--- src/rtl/stsaq_pkg.sv ---
// Shared types, codes and constants of the segment tree range-sum block.
package stsaq_pkg;

    localparam int ARRAY_SIZE_DEF = 1024;
    localparam int SIZE_W         = 11;
    localparam int SIZE_RESET     = 1024;
    localparam int POS_W          = 10;
    localparam int VAL_W          = 32;
    localparam int SUM_W          = 48;
    localparam int ST_W           = 2;
    localparam int KIND_W         = 2;
    localparam int ADDR_W         = 3;
    localparam int DATA_W         = 32;

    localparam logic FUNC_ASSIGN = 1'b0;
    localparam logic FUNC_QUERY  = 1'b1;

    localparam logic [ST_W-1:0] ST_ASSIGNED = 2'd0;
    localparam logic [ST_W-1:0] ST_ANSWERED = 2'd1;
    localparam logic [ST_W-1:0] ST_IGNORED  = 2'd2;

    localparam logic [KIND_W-1:0] KIND_ASSIGN = 2'd0;
    localparam logic [KIND_W-1:0] KIND_QUERY  = 2'd1;
    localparam logic [KIND_W-1:0] KIND_IGNORE = 2'd2;
    localparam logic [KIND_W-1:0] KIND_EMPTY  = 2'd3;

    localparam logic REG_SIZE = 1'b0;

    typedef struct packed {
        logic                    func;
        logic [POS_W-1:0]        position;
        logic signed [VAL_W-1:0] value;
        logic [POS_W-1:0]        low_end;
        logic [POS_W-1:0]        high_end;
    } t_in;

    typedef struct packed {
        logic signed [SUM_W-1:0] sum;
        logic [ST_W-1:0]         status;
    } t_out;

    typedef struct packed {
        logic [KIND_W-1:0]       kind;
        logic signed [VAL_W-1:0] value;
        logic [POS_W-1:0]        lo;
        logic [POS_W-1:0]        hi;
    } t_cmd;

endpackage

--- src/rtl/stsaq_front.sv ---
// Front end: accepts items, clips and classifies them, and queues commands.
module stsaq_front
    import stsaq_pkg::*;
(
    input  logic              i_clk,
    input  logic              i_rst_n,
    input  logic              i_valid,
    input  t_in               i_data,
    output logic              o_stall,
    input  logic [SIZE_W-1:0] i_size,
    input  logic              i_busy,
    output logic              o_cmd_valid,
    output t_cmd              o_cmd,
    input  logic              i_cmd_pop
);
    t_cmd        r_q [2];
    logic        r_wp, n_wp;
    logic        r_rp, n_rp;
    logic [1:0]  r_cnt, n_cnt;
    logic        push;
    t_cmd        cmd;
    logic [SIZE_W-1:0] last_pos;
    logic [SIZE_W-1:0] hi_clip;

    always_comb begin
        last_pos  = i_size - SIZE_W'(1);
        hi_clip   = ({1'b0, i_data.high_end} > last_pos) ? last_pos : {1'b0, i_data.high_end};
        cmd.value = i_data.value;
        cmd.hi    = hi_clip[POS_W-1:0];
        if (i_data.func == FUNC_ASSIGN) begin
            cmd.lo   = i_data.position;
            cmd.kind = ({1'b0, i_data.position} >= i_size) ? KIND_IGNORE : KIND_ASSIGN;
        end else begin
            cmd.lo   = i_data.low_end;
            cmd.kind = (({1'b0, i_data.low_end} >= i_size) ||
                        ({1'b0, i_data.low_end} > hi_clip)) ? KIND_EMPTY : KIND_QUERY;
        end
    end

    assign o_stall     = (r_cnt == 2'd2) || i_busy;
    assign push        = i_valid && !o_stall;
    assign o_cmd_valid = (r_cnt != 2'd0);
    assign o_cmd       = r_q[r_rp];

    always_comb begin
        n_wp  = push ? ~r_wp : r_wp;
        n_rp  = i_cmd_pop ? ~r_rp : r_rp;
        n_cnt = r_cnt + 2'(push) - 2'(i_cmd_pop);
    end

    always_ff @(posedge i_clk) begin
        if (!i_rst_n) begin
            r_wp  <= 1'b0;
            r_rp  <= 1'b0;
            r_cnt <= 2'd0;
        end else begin
            r_wp  <= n_wp;
            r_rp  <= n_rp;
            r_cnt <= n_cnt;
        end
        if (push) begin
            r_q[r_wp] <= cmd;
        end
    end
endmodule

--- config.mk ---
export PLATFORM = sky130hd
export DESIGN_NAME = stsaq_front
export DESIGN_NICKNAME = d
export VERILOG_FILES = /design/src/rtl/stsaq_pkg.sv /design/src/rtl/stsaq_front.sv
export SDC_FILE = /design/constraint.sdc
export NUM_CORES = 1
export LEC_CHECK = 0
export CORE_MARGIN = 10
export CORE_UTILIZATION = 65
export DETAILED_ROUTE_END_ITERATION = 12
export DONT_BUFFER_PORTS = 1
export GPL_TIMING_DRIVEN = 0
export PLACE_DENSITY = 0.83
export RECOVER_POWER = 25
export SLEW_MARGIN = 20
export SYNTH_ARGS = -nofsm -noshare
export SYNTH_HDL_FRONTEND = slang
export SYNTH_SLANG_ARGS = --single-unit
--- constraint.sdc ---
create_clock -name i_clk -period 7.78 [get_ports i_clk]
set_input_delay 1.167 -clock i_clk [delete_from_list [all_inputs] [get_ports i_clk]]
set_output_delay 1.167 -clock i_clk [all_outputs]
set_load 0.02 [all_outputs]
Word-level counts from Yosys, hierarchy flattened:

Memory sizes are Yosys's and may differ from the RTL's. A register that Yosys moved wholly into a read port is not among the register bits.
Cells that the tools add are included.

* bits in registers: 4
* bits in writable memories: 108
* input bits: 79
* output and inout port bits: 56
* word-level logic and storage cells: 28
* memories kept: 1

* add/subtract/negate cells: 3
* magnitude comparators: 4
* equality and inequality tests: 1
* multiplexer cells: 9
* bitwise logic cells: 2
* reductions and logical operators: 5

Memories
* r_q: depth 2, bits a word 54, read ports 1, clocked after Yosys merged registers in 1, write ports 1, line stsaq_front.sv:16 `t_cmd r_q [2];`

Operators with widths (count)
* $ge 10x11->1: 2
* $gt 10x11->1: 2
* $mux 11: 1
* $sub 11x1->11 const B: 1
* $mux 10: 1
* $mux 2: 3
* $mux 1: 4
* $add 2x1->2: 1
* $eq 2x2->1 const B: 1
* $logic_or 1x1->1: 2
* $not 1->1: 2
* $reduce_bool 2->1: 1
* $sub 2x1->2: 1
* $logic_and 1x1->1: 1
* $logic_not 1->1: 1

Logic depth before layout (Yosys ltp):

* depth in word-level cells: 7
* depth in mapped cells: 19
* depth with buffers taken out: 18

Worst setup path before layout:

No wires, ideal clock.

* path kind: input -> register
* start: input i_size[3]
* end: memory r_q[0][53] in the netlist's numbering, data pin
* library setup time: 264 ps
* data arrival time: 4341 ps
* data required time: 7516 ps
* path slack: 3175 ps
* stages: 17
* buffers on the path: 1
* cells stage by stage: nor3_2 -> nand2_1 -> or4_1 -> xnor2_1 -> inv_1 -> ha_1 -> a2111oi_0 -> o21ai_0 -> nor2_1 -> nor3_4 -> buf_6 -> mux2i_1 -> ha_1 -> nand4_1 -> o32ai_1 -> o2111ai_1 -> a2bb2oi_1

RTL lines
* start: declaration: line stsaq_front.sv:10 `input logic [SIZE_W-1:0] i_size,`
* end: declaration: line stsaq_front.sv:16

==> run summary <==
Status - finished clean
Worst path top cell family by delay - compound AO/OA/AOI/OAI gates
Routability cong. - 0.8665
FF+latch area - 3343 um2
R2R depth - 9
Worst EP arrival - 5.23 ns
Clock skew - 0.006330 ns
Syn Nets - 493
Initial drt markers - 164
Top-area cell type share of the netlist area - 0.5830
IO Port Bufs - 0
Reg power frac - 0.423
Worst Setup End Kind - flop
Reg2Reg Setup Slack - 5.91 ns
Endpoints failing hold - 0
DP HPWL - 9088 um
Crit path max fanout - 10
WL per Instance - 23.44 um
Initial antenna violation count - 0
Final setup violation count - 0
Diodes inserted - 0
Net switching power - 0.4202 mW
Largest cells by area after synthesis - edfxtp_1, mux2_2, ha_1
Max Fclk - 203.4 MHz
Area of the multi-input gates - 2101 um2
Gates resized, CTS repair - 0
Prevailing post-synth register cell - edfxtp_1
Post-CTS Setup Bufs - 0
Data required, critical path - 8.09 ns
Total Power - 1.708 mW
Synth Area per Inst - 14.99 um2
Core region area - 8258 um2
CP startpoint kind - primary input
Synth area leader - edfxtp_1
Clk network pwr share - 0.439
Routed vias - 3138
Worst slew margin - 0.4906
Layout Nets - 514
Slowest-stage cell, CP - a2111oi_0
Post-Synthesis Cells - 371
Remaining Overflow, GRT - 0
Post-DRT Antenna Nets - 0
Post-synthesis register bit count - 113
Combinational cell fraction of total power - 0.138
Reg clk slew, reported paths - 0.06 ns
Post-synth EDFFs - 108
Number of iterations in the first detailed-routing pass - 4
Hold slack - 0.6031 ns
Slew Limit Fails - 0
Die ar. - 12660 um2
Synth warn - 0
Setup TNS - 0 ns
Fill cell count - 486
Die height - 112.5 um
Vias in the first global route - 3446
Sw Share - 0.2461
Routed WL - 11960 um
P&R area growth vs syn - 13.77%
Pint - 1.287 mW
Worst slew pin tran - 0.7641 ns
Via density - 6.153
Reg-to-reg endpoint - r_cnt[1]
Number of H-tree levels - 4
Ports - 135
Clock root buffer - clkbuf_8
Fin cells - 510
Core Rows - 33
RSZ-0062 raised after global routing - false
Critical path cell sequence - inv_1 -> ha_1 -> nor2b_1 -> nand4_1 -> xnor2_1 -> inv_1 -> ha_1 -> a2111oi_0 -> o21ai_0 -> nor2_1 -> nor3_4 -> buf_6 -> mux2i_1 -> ha_1 -> nand4_1 -> a21oi_1 -> nor3_1 -> o32ai_1 -> a2bb2oi_1
TritonCTS clock tree - yes
Crit path top cell by count - ha_1
Synth cell types - 39
Die Width - 112.5 um
Number of buffers and inverters on the critical path - 3
Placed insts - 478
Hold WC Path Type - flop to flop
Synthesized area - 5563 um2
Hold Path Depth - 2
First-pass GRT wire length - 18960 um
Starting Density - 0.6736
Max-capacitance violation count - 0
DRC Markers - 0
Pwr/cell area - 269.8 nW/um2
Num Clock Sinks - 113
Overall routing resource usage - 0.1908
Largest net degree at the start of global routing - 55
Period minus WS final - 4.915 ns
Layout cells sized above 1 - 0.2741
Slowest stage delay, CP - 0.42 ns
Clock Path Buffers - 2
Async SR Flop Fraction - 0
Worst hold path startpoint - r_rp
Cts hold-fix bufs - 0
Post-synthesis sequential area ratio - 0.6010
Crit Reg-Reg Startpoint - r_cnt[0]
Static Leak - 2.281 nW
Worst-Skew Late Latency - 0.50 ns
Tcrit/Tclk final - 0.6318
Setup CP Type - primary input to flop
CTS buffer count - 17
Peak VDD IR - 0.1609 mV
==> cell families (layout without fill, tap and decap cells) <==
logic type | Yosys count | after routing | synth area share
flops | 113 | 113 | 0.6010
mux | 82 | 82 | 0.1637
simple gates | 54 | 54 | 0.05623
fa+ha+maj | 43 | 43 | 0.09672
compound gates | 34 | 34 | 0.03981
buf+inv | 33 | 67 | 0.02362
xor+xnor | 12 | 12 | 0.01889
==> worst min-delay path, stage by stage, from the launching register on <==
cell     delay (ns)
dfxtp_1        0.33
xor2_1         0.08
and2_1         0.15
==> power by group through the flow <==
| stage | Combinational (mW) | Clock [mW] | Sequential, mW |
|---|---|---|---|
| after floorplan | 0.188 | 0 | 0.733 |
| after global placement | 0.221 | 0 | 0.735 |
| after detailed placement | 0.236 | 0 | 0.734 |
| after CTS | 0.238 | 0.758 | 0.722 |
| after global routing | 0.259 | 0.787 | 0.725 |
| final | 0.236 | 0.750 | 0.722 |
==> how the worst max path moves through the flow <==
stage               slack, ns  cells past startpoint  startpoint         end
floorplan                3.17                     17   i_size[3]  r_q[0][53]
finish                   2.86                     19   i_size[1]  r_q[0][53]
detailed placement       2.43                     19   i_size[1]  r_q[1][53]
CTS                      2.92                     19   i_size[1]  r_q[0][53]
global placement         2.44                      3      i_busy   r_q[0][4]
global route             2.59                     19   i_size[1]  r_q[1][53]
==> sequential cells by signal, summed over array words and instances, names as in the netlist, named ones only <==
name,cells
r_cnt,2
r_wp,1
r_rp,1
r_q,108
==> routing by layer <==
layer  share of wire  up-vias  wire length [um]  global-route usage
li1                -     1474                 -                   -
met1            0.38     1501              4485              0.2089
met2            0.51      143              6069              0.3264
met3            0.10       20              1212             0.08360
met4           0.016        0               188             0.05922
met5               0        -                 0                   0
==> cells in the final DEF (no fill, tap or decap), drive strengths merged, types with 2 or more instances in the layout <==
| master | count |
|---|---|
| edfxtp | 108 |
| mux2 | 72 |
| ha | 43 |
| inv | 27 |
| clkbuf | 23 |
| nor2 | 11 |
| xnor2 | 10 |
| a21oi | 10 |
| mux2i | 10 |
| nand4 | 8 |
| o21ai | 7 |
| nand2 | 6 |
| and2 | 6 |
| nor3 | 6 |
| dfxtp | 5 |
| clkinvlp | 5 |
| buf | 5 |
| nand3 | 4 |
| clkinv | 4 |
| nand3b | 3 |
| a211oi | 3 |
| nor2b | 3 |
| o32ai | 3 |
| bufinv | 3 |
| nor4 | 2 |
| a31oi | 2 |
| xor2 | 2 |
| o2111ai | 2 |
| a211o | 2 |
==> layout make-up <==
class / count / share of cell area
well taps: 105 / 0.02076
flip-flops and latches: 113 / 0.5283
clock buffers: 18 / 0.06603
plain buffers: 8 / 0.005931
clock inverters: 14 / 0.02590
repair buffers: 2 / 0.006327
inverters: 25 / 0.01483
multi-input cells: 225 / 0.3319
==> per-stage QoR <==
step                      utilization  setup slack, ns  area [um2]
after detailed placement       0.6959            2.432        5747
after global placement         0.6895            2.441        5694
final                          0.7664            2.865        6329
after CTS                      0.7664            2.918        6329
after global routing           0.7664            2.586        6329
after floorplan                     -            3.175        5563
==> cells in the mapped netlist, types with 4 or more instances <==
library cell    n
nand2_1         6
mux2_2         72
a21oi_1        10
nor2_1         11
and2_1          6
nand4_1         8
o21ai_0         7
inv_1          25
dfxtp_1         5
xnor2_1        10
edfxtp_1      108
mux2i_1        10
ha_1           43
clkbuf_1        5
nand3_1         4
Power figures use the tool's default switching activity.
